$ cat src/sv/qpx_pkg.sv
`timescale 1ns / 1ps
// Shared types, constants and helpers for the query parameter extract/decode block.
package qpx_pkg;

   localparam int MAX_NAME   = 8;
   localparam int MAX_OUTPUT = 256;

   // Candidate vector: bit k means a segment start has matched k name characters.
   localparam int CAND_W = MAX_NAME + 1;

   // Most value bytes one input byte can produce (stale escape plus one byte).
   localparam int BUNDLE_BYTES = 3;

   // Depth of the queue between the front and back parts.
   localparam int QDEPTH  = 2;
   localparam int QPTR_W  = (QDEPTH > 1) ? $clog2(QDEPTH) : 1;
   localparam int QCNT_W  = $clog2(QDEPTH + 1);

   // Register indexes
   localparam logic [1:0] CSR_NAME_TEXT     = 2'd0;
   localparam logic [1:0] CSR_NAME_LENGTH   = 2'd1;
   localparam logic [1:0] CSR_PLUS_AS_SPACE = 2'd2;
   localparam logic [1:0] CSR_OUTPUT_CAP    = 2'd3;

   // Status codes
   localparam logic [1:0] ST_COMPLETE  = 2'd0;
   localparam logic [1:0] ST_TRUNCATED = 2'd1;
   localparam logic [1:0] ST_NOT_FOUND = 2'd2;

   // Result kinds
   localparam logic KIND_BYTE   = 1'b0;
   localparam logic KIND_STATUS = 1'b1;

   // Characters
   localparam logic [7:0] CH_PCT   = 8'h25;
   localparam logic [7:0] CH_PLUS  = 8'h2b;
   localparam logic [7:0] CH_AMP   = 8'h26;
   localparam logic [7:0] CH_EQ    = 8'h3d;
   localparam logic [7:0] CH_SPACE = 8'h20;

   typedef struct packed {
      logic [63:0] name_text;
      logic [3:0]  name_length;
      logic        plus_as_space;
      logic [8:0]  output_capacity;
   } cfg_type;

   // Everything one input byte produces: up to three value bytes and an optional status.
   typedef struct packed {
      logic [BUNDLE_BYTES-1:0][7:0] data;
      logic [1:0]                   nbytes;
      logic                         stat_en;
      logic [1:0]                   status;
   } bundle_type;

   function automatic logic is_hex(input logic [7:0] c);
      return (c >= 8'h30 && c <= 8'h39) || (c >= 8'h61 && c <= 8'h66) ||
             (c >= 8'h41 && c <= 8'h46);
   endfunction

   function automatic logic [3:0] hex_val(input logic [7:0] c);
      logic [7:0] v;
      if (c >= 8'h30 && c <= 8'h39) begin
         v = c - 8'h30;
      end else if (c >= 8'h61 && c <= 8'h66) begin
         v = c - 8'h57;
      end else begin
         v = c - 8'h37;
      end
      return v[3:0];
   endfunction

endpackage

$ cat src/sv/query_parameter_extract_decode.sv
`timescale 1ns / 1ps
// Top level: query parameter extraction with percent decoding.
//
//   channel  | handshake              | payload
//   ---------+------------------------+---------------------------------------------
//   req      | req_valid / req_ready  | req_in_byte, req_last_byte
//   rsp      | rsp_valid / rsp_ready  | rsp_out_kind, rsp_out_byte,
//            |                        | rsp_result_status, rsp_run_end
//   csr      | csr_write_enable       | csr_index, csr_wdata (no read-back)
//
// Cycles: the front takes one byte per cycle and handles it in that cycle;
//   the back sends one result transaction per cycle while rsp_ready is high.
//   A byte that yields k results (0 to 4) occupies the back for k transactions;
//   the two-entry bundle queue between them absorbs short bursts, so sustained
//   input rate is one byte per cycle whenever each byte yields at most one result.
// Stalls: req_ready drops only while the bundle queue is full; bytes that
//   yield no result never enter the queue.
// Reset: synchronous; no clearing pass. Registers reset to
//   empty name, form mode off, capacity 256.
module query_parameter_extract_decode import qpx_pkg::*; (
   input  logic        clock,
   input  logic        reset,

   input  logic        req_valid,
   output logic        req_ready,
   input  logic [7:0]  req_in_byte,
   input  logic        req_last_byte,

   output logic        rsp_valid,
   input  logic        rsp_ready,
   output logic        rsp_out_kind,
   output logic [7:0]  rsp_out_byte,
   output logic [1:0]  rsp_result_status,
   output logic        rsp_run_end,

   input  logic        csr_write_enable,
   input  logic [1:0]  csr_index,
   input  logic [63:0] csr_wdata
);

   cfg_type    cfg_ff, cfg_in;
   logic       accept;
   logic       push;
   logic       q_full;
   logic       q_empty;
   logic       q_pop;
   bundle_type bundle;
   bundle_type q_data;

   // configuration registers; the user must write them only between buffers, the block does not enforce it
   always_comb begin
      cfg_in = cfg_ff;
      if (csr_write_enable) begin
         unique case (csr_index)
            CSR_NAME_TEXT:     cfg_in.name_text       = csr_wdata;
            CSR_NAME_LENGTH:   cfg_in.name_length     = csr_wdata[3:0];
            CSR_PLUS_AS_SPACE: cfg_in.plus_as_space   = csr_wdata[0];
            CSR_OUTPUT_CAP:    cfg_in.output_capacity = csr_wdata[8:0];
            default:           cfg_in = cfg_ff;
         endcase
      end
   end

   always_ff @(posedge clock) begin
      if (reset) begin
         cfg_ff.name_text       <= '0;
         cfg_ff.name_length     <= '0;
         cfg_ff.plus_as_space   <= 1'b0;
         cfg_ff.output_capacity <= 9'(MAX_OUTPUT);
      end else begin
         cfg_ff <= cfg_in;
      end
   end

   // input side only waits on queue space
   assign req_ready = !q_full;
   assign accept    = req_valid && req_ready;

   qpx_front u_front (
      .clock     (clock),
      .reset     (reset),
      .cfg       (cfg_ff),
      .accept    (accept),
      .in_byte   (req_in_byte),
      .last_byte (req_last_byte),
      .push      (push),
      .bundle    (bundle)
   );

   qpx_queue u_queue (
      .clock   (clock),
      .reset   (reset),
      .push    (push),
      .wr_data (bundle),
      .pop     (q_pop),
      .rd_data (q_data),
      .full    (q_full),
      .empty   (q_empty)
   );

   qpx_back u_back (
      .clock             (clock),
      .reset             (reset),
      .q_data            (q_data),
      .q_empty           (q_empty),
      .q_pop             (q_pop),
      .rsp_valid         (rsp_valid),
      .rsp_ready         (rsp_ready),
      .rsp_out_kind      (rsp_out_kind),
      .rsp_out_byte      (rsp_out_byte),
      .rsp_result_status (rsp_result_status),
      .rsp_run_end       (rsp_run_end)
   );

endmodule

$ cat src/sv/qpx_front.sv
`timescale 1ns / 1ps
// Front part: name search, percent decoding and capacity accounting per input byte.
module qpx_front import qpx_pkg::*; (
   input  logic       clock,
   input  logic       reset,
   input  cfg_type    cfg,
   input  logic       accept,
   input  logic [7:0] in_byte,
   input  logic       last_byte,
   output logic       push,
   output bundle_type bundle
);

   localparam logic [1:0] PH_SEARCH = 2'd0;
   localparam logic [1:0] PH_VALUE  = 2'd1;
   localparam logic [1:0] PH_DONE   = 2'd2;

   localparam logic [1:0] ESC_NONE = 2'd0;
   localparam logic [1:0] ESC_PCT  = 2'd1;
   localparam logic [1:0] ESC_HEX  = 2'd2;

   logic [1:0]        phase_ff, phase_in;
   logic [CAND_W-1:0] cand_ff, cand_in;
   logic [1:0]        esc_ff, esc_in;
   logic [7:0]        pend_ff, pend_in;
   logic [8:0]        count_ff, count_in;
   logic              trunc_ff, trunc_in;

   logic [3:0][7:0]   cb;
   logic [1:0]        n;
   logic [3:0]        len;
   logic [CAND_W-1:0] nxt;
   logic              found;
   logic              plain;
   logic [8:0]        cap_eff;
   logic [8:0]        capm1;
   logic [8:0]        room;
   logic [8:0]        nemit;
   logic [1:0]        status;

   always_comb begin
      phase_in = phase_ff;
      cand_in  = cand_ff;
      esc_in   = esc_ff;
      pend_in  = pend_ff;
      cb       = '0;
      n        = 2'd0;
      nxt      = '0;
      found    = 1'b0;
      plain    = 1'b0;
      len      = (cfg.name_length > 4'(MAX_NAME)) ? 4'(MAX_NAME) : cfg.name_length;

      if (phase_ff == PH_SEARCH) begin
         // candidates short of the full name advance on a matching character
         for (int k = 0; k < MAX_NAME; k++) begin
            if (cand_ff[k] && (4'(k) < len) && (in_byte == cfg.name_text[8*k +: 8])) begin
               nxt[k+1] = 1'b1;
            end
         end
         // a full-length candidate followed by '=' is a hit
         found = cand_ff[len] && (in_byte == CH_EQ);
         if (found) begin
            phase_in = PH_VALUE;
            cand_in  = '0;
         end else begin
            cand_in = nxt | CAND_W'(in_byte == CH_AMP);
         end
      end else if (phase_ff == PH_VALUE) begin
         if (in_byte == CH_AMP) begin
            if (esc_in != ESC_NONE) begin
               cb[n] = CH_PCT;
               n     = n + 2'd1;
            end
            if (esc_in == ESC_HEX) begin
               cb[n] = pend_in;
               n     = n + 2'd1;
            end
            esc_in   = ESC_NONE;
            phase_in = PH_DONE;
         end else begin
            plain = 1'b1;
            if (esc_in == ESC_PCT && is_hex(in_byte)) begin
               pend_in = in_byte;
               esc_in  = ESC_HEX;
               plain   = 1'b0;
            end else if (esc_in == ESC_HEX && is_hex(in_byte)) begin
               cb[n]  = {hex_val(pend_in), hex_val(in_byte)};
               n      = n + 2'd1;
               esc_in = ESC_NONE;
               plain  = 1'b0;
            end else begin
               // stale escape goes out literally
               if (esc_in != ESC_NONE) begin
                  cb[n] = CH_PCT;
                  n     = n + 2'd1;
               end
               if (esc_in == ESC_HEX) begin
                  cb[n] = pend_in;
                  n     = n + 2'd1;
               end
               esc_in = ESC_NONE;
            end
            if (plain) begin
               if (in_byte == CH_PCT) begin
                  esc_in = ESC_PCT;
               end else if (cfg.plus_as_space && in_byte == CH_PLUS) begin
                  cb[n] = CH_SPACE;
                  n     = n + 2'd1;
               end else begin
                  cb[n] = in_byte;
                  n     = n + 2'd1;
               end
            end
         end
      end

      if (last_byte && phase_in == PH_VALUE) begin
         if (esc_in != ESC_NONE) begin
            cb[n] = CH_PCT;
            n     = n + 2'd1;
         end
         if (esc_in == ESC_HEX) begin
            cb[n] = pend_in;
            n     = n + 2'd1;
         end
         esc_in = ESC_NONE;
      end

      // capacity: zero acts as one, clamp at the maximum
      if (cfg.output_capacity == 9'd0) begin
         cap_eff = 9'd1;
      end else if (cfg.output_capacity > 9'(MAX_OUTPUT)) begin
         cap_eff = 9'(MAX_OUTPUT);
      end else begin
         cap_eff = cfg.output_capacity;
      end
      capm1    = cap_eff - 9'd1;
      room     = (count_ff < capm1) ? (capm1 - count_ff) : 9'd0;
      nemit    = (9'(n) > room) ? room : 9'(n);
      trunc_in = trunc_ff | (9'(n) > room);
      count_in = count_ff + nemit;

      if (phase_in == PH_SEARCH) begin
         status = ST_NOT_FOUND;
      end else if (trunc_in) begin
         status = ST_TRUNCATED;
      end else begin
         status = ST_COMPLETE;
      end

      if (last_byte) begin
         phase_in = PH_SEARCH;
         cand_in  = CAND_W'(1);
         esc_in   = ESC_NONE;
         pend_in  = '0;
         count_in = '0;
         trunc_in = 1'b0;
      end
   end

   assign bundle.data    = cb[BUNDLE_BYTES-1:0];
   assign bundle.nbytes  = nemit[1:0];
   assign bundle.stat_en = last_byte;
   assign bundle.status  = status;
   assign push           = accept && ((nemit != 9'd0) || last_byte);

   always_ff @(posedge clock) begin
      if (reset) begin
         phase_ff <= PH_SEARCH;
         cand_ff  <= CAND_W'(1);
         esc_ff   <= ESC_NONE;
         pend_ff  <= '0;
         count_ff <= '0;
         trunc_ff <= 1'b0;
      end else if (accept) begin
         phase_ff <= phase_in;
         cand_ff  <= cand_in;
         esc_ff   <= esc_in;
         pend_ff  <= pend_in;
         count_ff <= count_in;
         trunc_ff <= trunc_in;
      end
   end

endmodule

$ cat src/sv/qpx_queue.sv
`timescale 1ns / 1ps
// Small bundle queue between the front and back parts.
module qpx_queue import qpx_pkg::*; (
   input  logic       clock,
   input  logic       reset,
   input  logic       push,
   input  bundle_type wr_data,
   input  logic       pop,
   output bundle_type rd_data,
   output logic       full,
   output logic       empty
);

   bundle_type         entry_ff [QDEPTH];
   logic [QPTR_W-1:0]  wr_ptr_ff, wr_ptr_in;
   logic [QPTR_W-1:0]  rd_ptr_ff, rd_ptr_in;
   logic [QCNT_W-1:0]  count_ff, count_in;

   assign full    = (count_ff == QCNT_W'(QDEPTH));
   assign empty   = (count_ff == '0);
   assign rd_data = entry_ff[rd_ptr_ff];

   always_comb begin
      wr_ptr_in = wr_ptr_ff;
      rd_ptr_in = rd_ptr_ff;
      count_in  = count_ff;
      if (push) begin
         wr_ptr_in = (wr_ptr_ff == QPTR_W'(QDEPTH - 1)) ? '0 : wr_ptr_ff + QPTR_W'(1);
      end
      if (pop) begin
         rd_ptr_in = (rd_ptr_ff == QPTR_W'(QDEPTH - 1)) ? '0 : rd_ptr_ff + QPTR_W'(1);
      end
      if (push && !pop) begin
         count_in = count_ff + QCNT_W'(1);
      end else if (pop && !push) begin
         count_in = count_ff - QCNT_W'(1);
      end
   end

   always_ff @(posedge clock) begin
      if (reset) begin
         wr_ptr_ff <= '0;
         rd_ptr_ff <= '0;
         count_ff  <= '0;
      end else begin
         wr_ptr_ff <= wr_ptr_in;
         rd_ptr_ff <= rd_ptr_in;
         count_ff  <= count_in;
      end
   end

   always_ff @(posedge clock) begin
      if (push) begin
         entry_ff[wr_ptr_ff] <= wr_data;
      end
   end

endmodule

$ cat src/sv/qpx_back.sv
`timescale 1ns / 1ps
// Back part: unpacks bundles into single result transactions behind an output register.
module qpx_back import qpx_pkg::*; (
   input  logic       clock,
   input  logic       reset,
   input  bundle_type q_data,
   input  logic       q_empty,
   output logic       q_pop,
   output logic       rsp_valid,
   input  logic       rsp_ready,
   output logic       rsp_out_kind,
   output logic [7:0] rsp_out_byte,
   output logic [1:0] rsp_result_status,
   output logic       rsp_run_end
);

   bundle_type cur_ff, cur_in;
   logic       cur_valid_ff, cur_valid_in;
   logic [1:0] pos_ff, pos_in;

   logic       out_valid_ff, out_valid_in;
   logic       out_kind_ff, out_kind_in;
   logic [7:0] out_byte_ff, out_byte_in;
   logic [1:0] out_status_ff, out_status_in;
   logic       out_end_ff, out_end_in;

   logic       load;
   logic       is_final;
   logic [2:0] total;
   logic [7:0] sel_byte;

   assign total    = 3'(cur_ff.nbytes) + 3'(cur_ff.stat_en);
   assign is_final = ((3'(pos_ff) + 3'd1) == total);
   assign load     = cur_valid_ff && (!out_valid_ff || rsp_ready);
   assign q_pop    = !q_empty && (!cur_valid_ff || (load && is_final));

   always_comb begin
      case (pos_ff)
         2'd0:    sel_byte = cur_ff.data[0];
         2'd1:    sel_byte = cur_ff.data[1];
         2'd2:    sel_byte = cur_ff.data[2];
         default: sel_byte = '0;
      endcase
   end

   always_comb begin
      cur_in       = cur_ff;
      cur_valid_in = cur_valid_ff;
      pos_in       = pos_ff;
      if (q_pop) begin
         cur_in       = q_data;
         cur_valid_in = 1'b1;
         pos_in       = '0;
      end else if (load && is_final) begin
         cur_valid_in = 1'b0;
      end else if (load) begin
         pos_in = pos_ff + 2'd1;
      end

      out_valid_in  = out_valid_ff;
      out_kind_in   = out_kind_ff;
      out_byte_in   = out_byte_ff;
      out_status_in = out_status_ff;
      out_end_in    = out_end_ff;
      if (load) begin
         out_valid_in = 1'b1;
         out_end_in   = is_final;
         if (pos_ff < cur_ff.nbytes) begin
            out_kind_in   = KIND_BYTE;
            out_byte_in   = sel_byte;
            out_status_in = ST_COMPLETE;
         end else begin
            out_kind_in   = KIND_STATUS;
            out_byte_in   = '0;
            out_status_in = cur_ff.status;
         end
      end else if (rsp_ready) begin
         out_valid_in = 1'b0;
      end
   end

   always_ff @(posedge clock) begin
      if (reset) begin
         cur_valid_ff <= 1'b0;
         out_valid_ff <= 1'b0;
         pos_ff       <= '0;
      end else begin
         cur_valid_ff <= cur_valid_in;
         out_valid_ff <= out_valid_in;
         pos_ff       <= pos_in;
      end
   end

   always_ff @(posedge clock) begin
      cur_ff        <= cur_in;
      out_kind_ff   <= out_kind_in;
      out_byte_ff   <= out_byte_in;
      out_status_ff <= out_status_in;
      out_end_ff    <= out_end_in;
   end

   assign rsp_valid         = out_valid_ff;
   assign rsp_out_kind      = out_kind_ff;
   assign rsp_out_byte      = out_byte_ff;
   assign rsp_result_status = out_status_ff;
   assign rsp_run_end       = out_end_ff;

endmodule

$ cat config.mk
export PLATFORM = sky130hd
export DESIGN_NAME = query_parameter_extract_decode
export DESIGN_NICKNAME = d
export VERILOG_FILES = /design/src/sv/qpx_pkg.sv /design/src/sv/query_parameter_extract_decode.sv /design/src/sv/qpx_front.sv /design/src/sv/qpx_queue.sv /design/src/sv/qpx_back.sv
export SDC_FILE = /design/constraint.sdc
export NUM_CORES = 1
export LEC_CHECK = 0
export BUFFER_PORTS_ARGS = -buffer_cell sky130_fd_sc_hd__buf_4
export CAP_MARGIN = 40
export CORE_MARGIN = 2
export CORE_UTILIZATION = 54
export DETAILED_ROUTE_END_ITERATION = 10
export PLACE_DENSITY_LB_ADDON = 0.08
export SETUP_SLACK_MARGIN = 0.2
export SYNTH_ARGS = -nofsm -noshare
export SYNTH_HDL_FRONTEND = slang
export SYNTH_HIERARCHICAL = 1
export SYNTH_SLANG_ARGS = --single-unit
export TNS_END_PERCENT = 100
$ cat constraint.sdc
create_clock -name clock -period 7.95 [get_ports clock]
set_clock_uncertainty 0.15 [all_clocks]
set_input_delay 0.795 -clock clock [delete_from_list [all_inputs] [get_ports clock]]
set_output_delay 0.795 -clock clock [all_outputs]
set_load 0.1 [all_outputs]
### Word level (Yosys, flattened, before mapping)

Memory sizes are Yosys's and may differ from the RTL's. A register that Yosys moved wholly into a read port is not among the register bits.
Index checks and enable logic that the tools add are counted.

* bits in registers: 129
* input bits: 80
* logic and storage cells: 313
* output and inout port bits: 14
* bits in writable memories: 58
* memories: 1

Memories
* u_queue.entry_ff: depth 2, width 29, read ports 1, clocked after memory_dff 1, wr ports 1, RTL line qpx_queue.sv:14 `bundle_type entry_ff [QDEPTH];`

* add/sub/neg operators: 21
* order comparisons: 34
* mux-type cells: 135
* equal/unequal tests: 24
* reductions and logical operators: 69
* bitwise gates (word level): 9

Operators with widths (count)
* 32-bit two-way mux: 14
* 8-bit two-way mux: 19
* 32-bit bitwise mux: 4
* 8-bit demux with 2-bit select: 5
* 2-bit two-way mux: 40
* 24-bit two-way mux: 3
* 9-bit two-way mux: 8
* 8-bit == test: 8
* 1-bit logical AND: 38
* 1-bit two-way mux: 34
* 8-bit by 6-bit == test with 1-bit output, second input constant: 4
* 28-bit AND: 1
* 28-bit inverter: 1
* 8-bit by 7-bit >= comparator with 1-bit output, second input constant: 3
* 8-bit by 7-bit <= comparator with 1-bit output, second input constant: 3
* 8-bit case mux with 3 select lines: 1
* 20-bit AND: 1
* 4-bit two-way mux: 5
* 20-bit inverter: 1
* 8-bit by 6-bit >= comparator with 1-bit output, second input constant: 2
* 8-bit by 6-bit <= comparator with 1-bit output, second input constant: 2
* 3-bit by 4-bit less-than comparator with 1-bit output, first input constant: 4
* 4-bit by 3-bit subtractor with 4-bit output, second input constant: 4
* 2-bit by 3-bit less-than comparator with 1-bit output, second input constant: 5
* other kinds (36): 82

### Depth between registers and ports, before layout

Gate-level depths: netlist of run 1.

* depth after elaboration: 38
* gate-level depth with buffers: 39
* mapped depth without buffers: 37

### Cells and area by module

The synthesis of run 1 kept the hierarchy.

By module, submodules not included
* qpx_front: area each 4478.0 µm², cells each 620, seq. area each 620.6 µm², instances 1
* query_parameter_extract_decode: area each 3468.3 µm², cells each 328, seq. area each 1561.5 µm², instances 1
* qpx_queue: area each 2297.2 µm², cells each 112, seq. area each 1841.8 µm², instances 1
* qpx_back: area each 1687.9 µm², cells each 99, seq. area each 1311.3 µm², instances 1

### Least setup slack after synthesis of run 1

OpenSTA, ideal clock, no wires.

* path kind: input-to-reg
* start point: in req_in_byte[1]
* end point: mem u_queue/entry_ff[0][0] in the netlist's numbering (enable)
* cell stages on the path: 27
* library setup time: 418 ps
* buffers on the path: 2
* arrival: 7933 ps
* required time: 7382 ps
* slack: -552 ps
* path through: clkbuf_1 buf_1 inv_1 ha_1 o311a_1 a21o_1 nor2_1 ha_1 nor2b_1 o221ai_1 a211o_1 inv_1 ha_1 mux2i_1 inv_1 ha_1 mux2_2 mux2i_1 ha_1 nand2_1 o21ai_0 a211oi_1 nand4_1 o32ai_1 nor4_1 a211oi_1 nor2b_1

* word-level cells in the longest chain between the ends: 29
* elaborated cells on any way between the ends: 60
* those cells by class: add/sub (3); order compare (7); eq/ne (5); mux (32); reduce/logical (13)

Ends and longest elaborated chain
* start, declared: RTL line query_parameter_extract_decode.sv:26 `input logic [7:0] req_in_byte,`
* 8-bit by 6-bit >= comparator with 1-bit output, or another cell as far along: RTL line qpx_pkg.sv:57 `return (c >= 8'h30 && c <= 8'h39) || (c >= 8'h61 && c <= 8'h66) ||`
* 1-bit logical AND: RTL line qpx_pkg.sv:57
* 1-bit logical OR (2 in a row): RTL line qpx_pkg.sv:57
* 1-bit logical AND: RTL line qpx_front.sv:86 `end else if (esc_in == ESC_HEX && is_hex(in_byte)) begin`
* 2-bit two-way mux: RTL line qpx_front.sv:86
* 2-bit two-way mux: RTL line qpx_front.sv:82 `if (esc_in == ESC_PCT && is_hex(in_byte)) begin`
* 2-bit two-way mux: RTL line qpx_front.sv:69 `if (in_byte == CH_AMP) begin`
* 2-bit two-way mux: RTL line qpx_front.sv:68 `end else if (phase_ff == PH_VALUE) begin`
* [... 13 more ...]
* 2-bit by 9-bit > comparator with 1-bit output: RTL line qpx_front.sv:139 `nemit = (9'(n) > room) ? room : 9'(n);`
* 9-bit two-way mux (*): RTL line qpx_front.sv:139
* 9-bit nonzero test (*): RTL line qpx_front.sv:165 `assign push = accept && ((nemit != 9'd0) || last_byte);`
* 1-bit logical OR (*): RTL line qpx_front.sv:165
* 1-bit logical AND (*): RTL line qpx_front.sv:165
* named net push: RTL line query_parameter_extract_decode.sv:43 `logic push;`
* 1-bit two-way mux (*): RTL line qpx_queue.sv:53 `if (push) begin`
* 1-bit two-way mux (implied by the code) (*): RTL line qpx_queue.sv:54 `entry_ff[wr_ptr_ff] <= wr_data;`
* end, declared: RTL line qpx_queue.sv:14

Mark *: on every way through the listed nets, which the timed path passes. The rest lies on a longest branch. The select of a mux whose other input is x is not followed.

==> flow_metrics.tcl, run 1 <==
set metrics [dict create \
    outcome "completed" \
    netSwitchingFraction_pct 30.8 \
    slew_headroom_pct 39.5 \
    final_cells 1552 \
    nets 1381 \
    worstSetupStartpoint "req_in_byte[0]" \
    synthToLayoutAreaGrowth_pct 15.8 \
    hp-class "reg2reg" \
    die_h_um 153 \
    cts_buffers 23 \
    drc_errors 0 \
    grt_overflow_total 0 \
    max_freq_mhz 136 \
    slew_viol_final 0 \
    crit_path_end "u_front/count_ff[8]$_SDFFE_PP0P_" \
    finalPower_mw 3.45 \
    stdcell_area_um2 13800 \
    synthCells 1159 \
    die_area_um2 23300 \
    dpl_cell_area_um2 12900 \
    p_leak_nw 5.12 \
    wl_per_cell_um 17.7 \
    setup.worst_path.start_class "primary input" \
    synth_area_um2 11900 \
    dp_hpwl_mm 19.6 \
    final_util_pct 63.5 \
    grt_pass1_vias 8456 \
    clkPwrFrac_pct 33.3 \
    grt_usage_pct 22.7 \
    synthArstFlopShare_pct 0 \
    synth_edf_count 99 \
    intPower_mw 2.38 \
    period_needed_ns 7.35 \
    worst_pin_slew_ns 0.908 \
    fp.dieW_um 153 \
    via_per_inst 5.59 \
    post-place-ws_ns 0.0000950 \
    max_stage_delay_ns 0.40 \
    worst-setup-path-type "in2reg" \
    worst_setup_path_end_kind "register" \
    ir_worst_vdd_mv 0.164 \
    antenna_found_initial 0 \
    p_switching_mw 1.06 \
    maxCapViolations 0 \
    critPathRequiredTime_ns 8.23 \
    ctsHoldBuffers 0 \
    tritoncts "yes" \
    core_um2 21800 \
    clk_pin_slew_ns 0.07 \
    power_density_nw_per_um2 249 \
    finalHoldViolCount 0 \
    io_buffers 93 \
    synth_seq_area_share_pct 44.7 \
    yosys.area.top_type "edfxtp_1" \
    clock_path_buffers 3 \
    layout-drive-gt1-share_pct 17.9 \
    finalWorstSetupSlack_ns 0.598 \
    grt_max_degree 128 \
    pwr-share-comb_pct 25.1 \
    place_inst 1502 \
    h-tree-depth 1 \
    cts_sinks 217 \
    setup_viol_count_final 0 \
    diodes 0 \
    final_antenna_net_count 0 \
    finalCritPeriodShare_pct 92.5 \
    insertion_delay_ns 0.52 \
    cts-root-buf "clkbuf_16" \
    rr_endpoint "u_front/count_ff[8]$_SDFFE_PP0P_" \
    rr_worst_depth 33 \
    yosys_register_bits 217 \
    synth_flop_cell "dfxtp_1" \
    post_synth.cell_area_avg_um2 10.3 \
    crit-reg2reg-launch "cfg_ff[5]$_SDFFE_PP0P_" \
    drt_iter0_markers 499 \
    synth_cell_types 79 \
    ys_top_cells_by_area "edfxtp_1 25%, dfxtp_1 20%, nand2b_1 8.0%, mux2i_1 7.0%, ha_1 4.6%" \
    worstPathArrival_ns 7.63 \
    first_pass_iters 5 \
    setup_tns_ns 0 \
    synth_top_area_share_pct 24.9 \
    start_util_pct 54.8 \
    rows 54 \
    ioPinCount 94 \
    grt_pass1_wl_mm 43.7 \
    p_seq_share_pct 41.6 \
    yosys_warnings 6 \
    cp_slowest_cell "o311a_4" \
    r2r_setup_slack_ns 1.05 \
    routed_wl_mm 27.4 \
    rsz0062_at_grt "no" \
    globalplace.congestion 0.901 \
    timing.hold.ws_ns 0.328 \
    critPathMaxFanout 7 \
    num_vias 8678 \
]
critical path: cells and delay by family:
| kind | cells | cell delay [ns] |
|---|---|---|
| AOI/OAI and AO/OA | 14 | 2.58 |
| adders and majority gates | 7 | 1.80 |
| buffers and inverters | 7 | 0.70 |
| muxes | 3 | 0.65 |
| and+or+nand+nor | 8 | 1.09 |
final cells by class:
class | count | area [um2]
Tap cell | 280 | 350
Sequential cell | 217 | 5340
Timing Repair Buffer | 127 | 961
Clock inverter | 10 | 155
Multi-Input combinational cell | 847 | 6210
Inverter | 39 | 150
Clock buffer | 32 | 661
Fill cell | 1825 | 7940
worst min-delay path by stage:
stage                                         start                         endpoint  slack [ns]  cells past startpoint
finish              u_front/cand_ff[2]$_SDFFE_PP0P_  u_front/cand_ff[2]$_SDFFE_PP0P_        0.33                      2
global route                cfg_ff[27]$_SDFFE_PP0P_          cfg_ff[27]$_SDFFE_PP0P_        0.35                      2
CTS                 u_front/cand_ff[1]$_SDFFE_PP0P_  u_front/cand_ff[2]$_SDFFE_PP0P_        0.32                      2
detailed placement  u_front/cand_ff[7]$_SDFFE_PP0P_  u_front/cand_ff[7]$_SDFFE_PP0P_        0.32                      2
global placement      u_front/trunc_ff$_SDFFE_PP0P_    u_front/trunc_ff$_SDFFE_PP0P_        0.31                      2
floorplan             u_front/trunc_ff$_SDFFE_PP0P_    u_front/trunc_ff$_SDFFE_PP0P_        0.29                      2
sequential cells by signal, summed over array words and instances (netlist names), 2 cells and up, named ones only:
| name | count |
|---|---|
| cfg_ff | 78 |
| u_back/cur_ff | 29 |
| u_back/pos_ff | 2 |
| u_back/rsp_out_byte | 8 |
| u_back/rsp_result_status | 2 |
| u_front/cand_ff | 9 |
| u_front/count_ff | 9 |
| u_front/esc_ff | 2 |
| u_front/pend_ff | 8 |
| u_front/phase_ff | 2 |
| u_queue/count_ff | 2 |
| u_queue/entry_ff | 58 |
kinds of logic (layout without fill, tap and decap cells):
group                      Yosys count  after routing  share of synthesized area [%]
buffers and inverters              100            208                           4.32
adders and majority gates           46             46                           4.95
muxes                              116            116                           10.2
other                                1              6                         0.0314
xor gates and xnor gates            87             87                           6.39
and+or+nand+nor                    407            407                           18.5
DFF                                217            217                           44.7
AOI/OAI and AO/OA                  185            185                           10.9
cells in the final DEF (no fill, tap or decap), drive strengths merged, types with 44 or more instances in the layout:
master  netlist  routed
nand2b      153     153
dfxtp       118     118
a21oi        44      44
nand2        56      56
mux2i        84      84
ha           44      44
edfxtp       99      99
nor2         91      91
buf          26     127
xnor2        60      60
power by group through the flow:
stage               Sequential (mW)  Combinational, mW  Clock [mW]
floorplan                      1.65              0.463           0
global placement               1.45              0.849           0
detailed placement             1.46              0.865           0
CTS                            1.44              0.869        1.17
global route                   1.45              0.936        1.21
finish                         1.43              0.866        1.15
layer usage:
metal  GRT usage (%)  share of wire [%]  up-vias
met5               0                  0        -
met4            5.86                2.3        0
met3            3.19                4.4       55
met2            39.3                 49      211
met1            29.9                 45     4101
li1                -                  -     4311
cell usage after synthesis (all sizes together) (5+ instances only):
cell / number
nand2b: 153
dfxtp: 118
edfxtp: 99
nor2: 91
mux2i: 84
xnor2: 60
nand2: 56
a21oi: 44
ha: 44
inv: 38
clkbuf: 35
mux2: 31
o21ai: 31
xor2: 27
buf: 26
nand4: 22
a22oi: 19
nor2b: 15
nor3: 13
nand3: 11
nor4: 11
a222oi: 8
a22o: 8
or3: 7
a21o: 6
a31oi: 6
nor3b: 5
o211ai: 5
o22a: 5
o22ai: 5
o31ai: 5
timing repair:
item / CTS / global route
setup endpoints to repair: 0 / 3
resized for setup: 0 / 20
buffers inserted: 0 / 8
No activity file was read; power rests on OpenSTA's default activity.
==> run 2, diff against run 1 <==
CORE_ASPECT_RATIO = 1.25   (was default)
clock period = 6.7 ns   (was 7.95 ns; I/O delays follow)
==> flow_metrics.tcl, run 2 (synthesis results as in run 1) <==
set metrics [dict create \
    outcome "completed" \
    grt_pass1_vias 8982 \
    finalCritPeriodShare_pct 99.2 \
    rsz0062_at_grt "yes" \
    io_buffers 93 \
    diodes 0 \
    setup.worst_path.start_class "primary input" \
    routed_wl_mm 28.1 \
    start_util_pct 55.2 \
    highest_layer "met4" \
    rows 60 \
    worst-setup-path-type "in2reg" \
    worst_setup_path_end_kind "register" \
    final_util_pct 67.6 \
    max_freq_mhz 150 \
    drt-met1-wl_mm 11.2 \
    nets 1447 \
    clk_pin_slew_ns 0.07 \
    die_area_um2 23300 \
    layout-drive-gt1-share_pct 24.4 \
    drc_errors 0 \
    h-tree-depth 1 \
    hp-class "in2reg" \
    ir_worst_vdd_mv 0.303 \
    largest_reg_flops 78 \
    grt_pass1_wl_mm 45.0 \
    p_leak_nw 5.50 \
    critPathMaxFanout 4 \
    final_antenna_net_count 0 \
    cts-root-buf "clkbuf_16" \
    fp.dieW_um 137 \
    top_regs "cfg_ff x78, u_queue/entry_ff x58, u_back/cur_ff x29" \
    drt_iter0_markers 430 \
    met2_length_mm 14.5 \
    finalPower_mw 4.07 \
    ioPinCount 94 \
    slew_viol_final 0 \
    globalplace.congestion 0.952 \
    post-place-ws_ns -0.791 \
    first_pass_iters 6 \
    insertion_delay_ns 0.51 \
    seq_area_um2 5340 \
    cts_buffers 22 \
    stdcell_area_um2 14600 \
    antenna_found_initial 0 \
    final_cells 1615 \
    finalWorstSetupSlack_ns 0.0537 \
    dpl_cell_area_um2 13300 \
    ctsHoldBuffers 0 \
    tritoncts "yes" \
    core_um2 21600 \
    critPathRequiredTime_ns 6.98 \
    worst_pin_slew_ns 0.736 \
    final_cell_mix "181 x buf_4, 152 x nand2b_1, 118 x dfxtp_1, 99 x edfxtp_1, 89 x nor2_1" \
    dp_hpwl_mm 19.6 \
    grt_usage_pct 24.0 \
    num_vias 9047 \
    place_inst 1537 \
    cts_sinks 217 \
    wl_per_cell_um 17.4 \
    period_needed_ns 6.65 \
    met3_length_mm 1.28 \
    max_stage_delay_ns 0.33 \
    regMostFlops "cfg_ff" \
    power_density_nw_per_um2 279 \
    via_per_inst 5.60 \
    worstPathArrival_ns 6.92 \
    setup_viol_count_final 0 \
    fill_cells 1661 \
    maxCapViolations 0 \
    finalHoldViolCount 0 \
    synthToLayoutAreaGrowth_pct 22.5 \
    slew_headroom_pct 50.9 \
    setup_tns_ns 0 \
    crit_top_cell "ha_4" \
    multiInputGateArea_um2 6440 \
    final_common_cell "buf_4" \
    cp_slowest_cell "or3_1" \
    grt_overflow_total 0 \
    timing.hold.ws_ns 0.275 \
    grt_max_degree 99 \
    die_h_um 170 \
    clock_path_buffers 3 \
]
==> run 2: cell types whose count changed in the layout (fill, tap and decap cells not counted), moves of 3 or more <==
cell / before / now
buf_12: 0 / 3
buf_4: 126 / 181
buf_6: 0 / 8
clkbuf_1: 5 / 2
ha_1: 41 / 34
ha_4: 0 / 9
inv_1: 36 / 31
inv_2: 1 / 5
nor2b_2: 3 / 0
nor2b_4: 0 / 4
o21ai_0: 25 / 20
o21ai_1: 4 / 7
==> run 2: final cells by class <==
type / count / share of cell area (%)
Clock buffer: 29 / 4.44
Clock inverter: 10 / 0.899
Inverter: 39 / 1.10
Multi-Input combinational cell: 847 / 44.1
Sequential cell: 217 / 36.5
Tap cell: 279 / 2.39
Timing Repair Buffer: 194 / 10.6
==> run 2: routing by layer <==
layer	vias up	track usage (%)
li1	4432	-
met1	4296	28.4
met2	251	43.8
met3	68	3.22
met4	0	8.38
met5	-	0
==> run 2: where the power goes <==
group | internal [mW] | switching, mW
clock | 0.797 | 0.501
combinational | 0.387 | 0.685
sequential | 1.63 | 0.0755
==> run 2: critical path: cells and delay by family <==
| kind | cells | cell delay (ns) |
|---|---|---|
| AO/OA/AOI/OAI | 13 | 2.43 |
| multiplexers | 4 | 0.95 |
| buffers and inverters | 7 | 0.61 |
| adder cells (fa/ha/maj) | 6 | 1.27 |
| XOR/XNOR | 1 | 0.11 |
| AND/OR/NAND/NOR | 6 | 0.88 |
==> run 2: path summary, 6_finish.rpt <==
kind / cells after the start / start / slack (ns) / to
worst max-delay path: 37 / req_in_byte[0] / 0.05 / u_front/count_ff[7]$_SDFFE_PP0P_
worst min register to register: 2 / u_front/cand_ff[2]$_SDFFE_PP0P_ / 0.33 / u_front/cand_ff[2]$_SDFFE_PP0P_
worst min-delay path: 3 / csr_wdata[42] / 0.28 / cfg_ff[56]$_SDFFE_PP0P_
worst max register to register: 31 / cfg_ff[5]$_SDFFE_PP0P_ / 0.38 / u_front/count_ff[7]$_SDFFE_PP0P_
==> run 2: timing repair <==
action,4_1_cts,5_1_grt
setup buffers,33,6
endpoints found under the hold margin,0,0
pin swaps,28,19
endpoints found under the setup margin,5,7
resized for setup,36,26
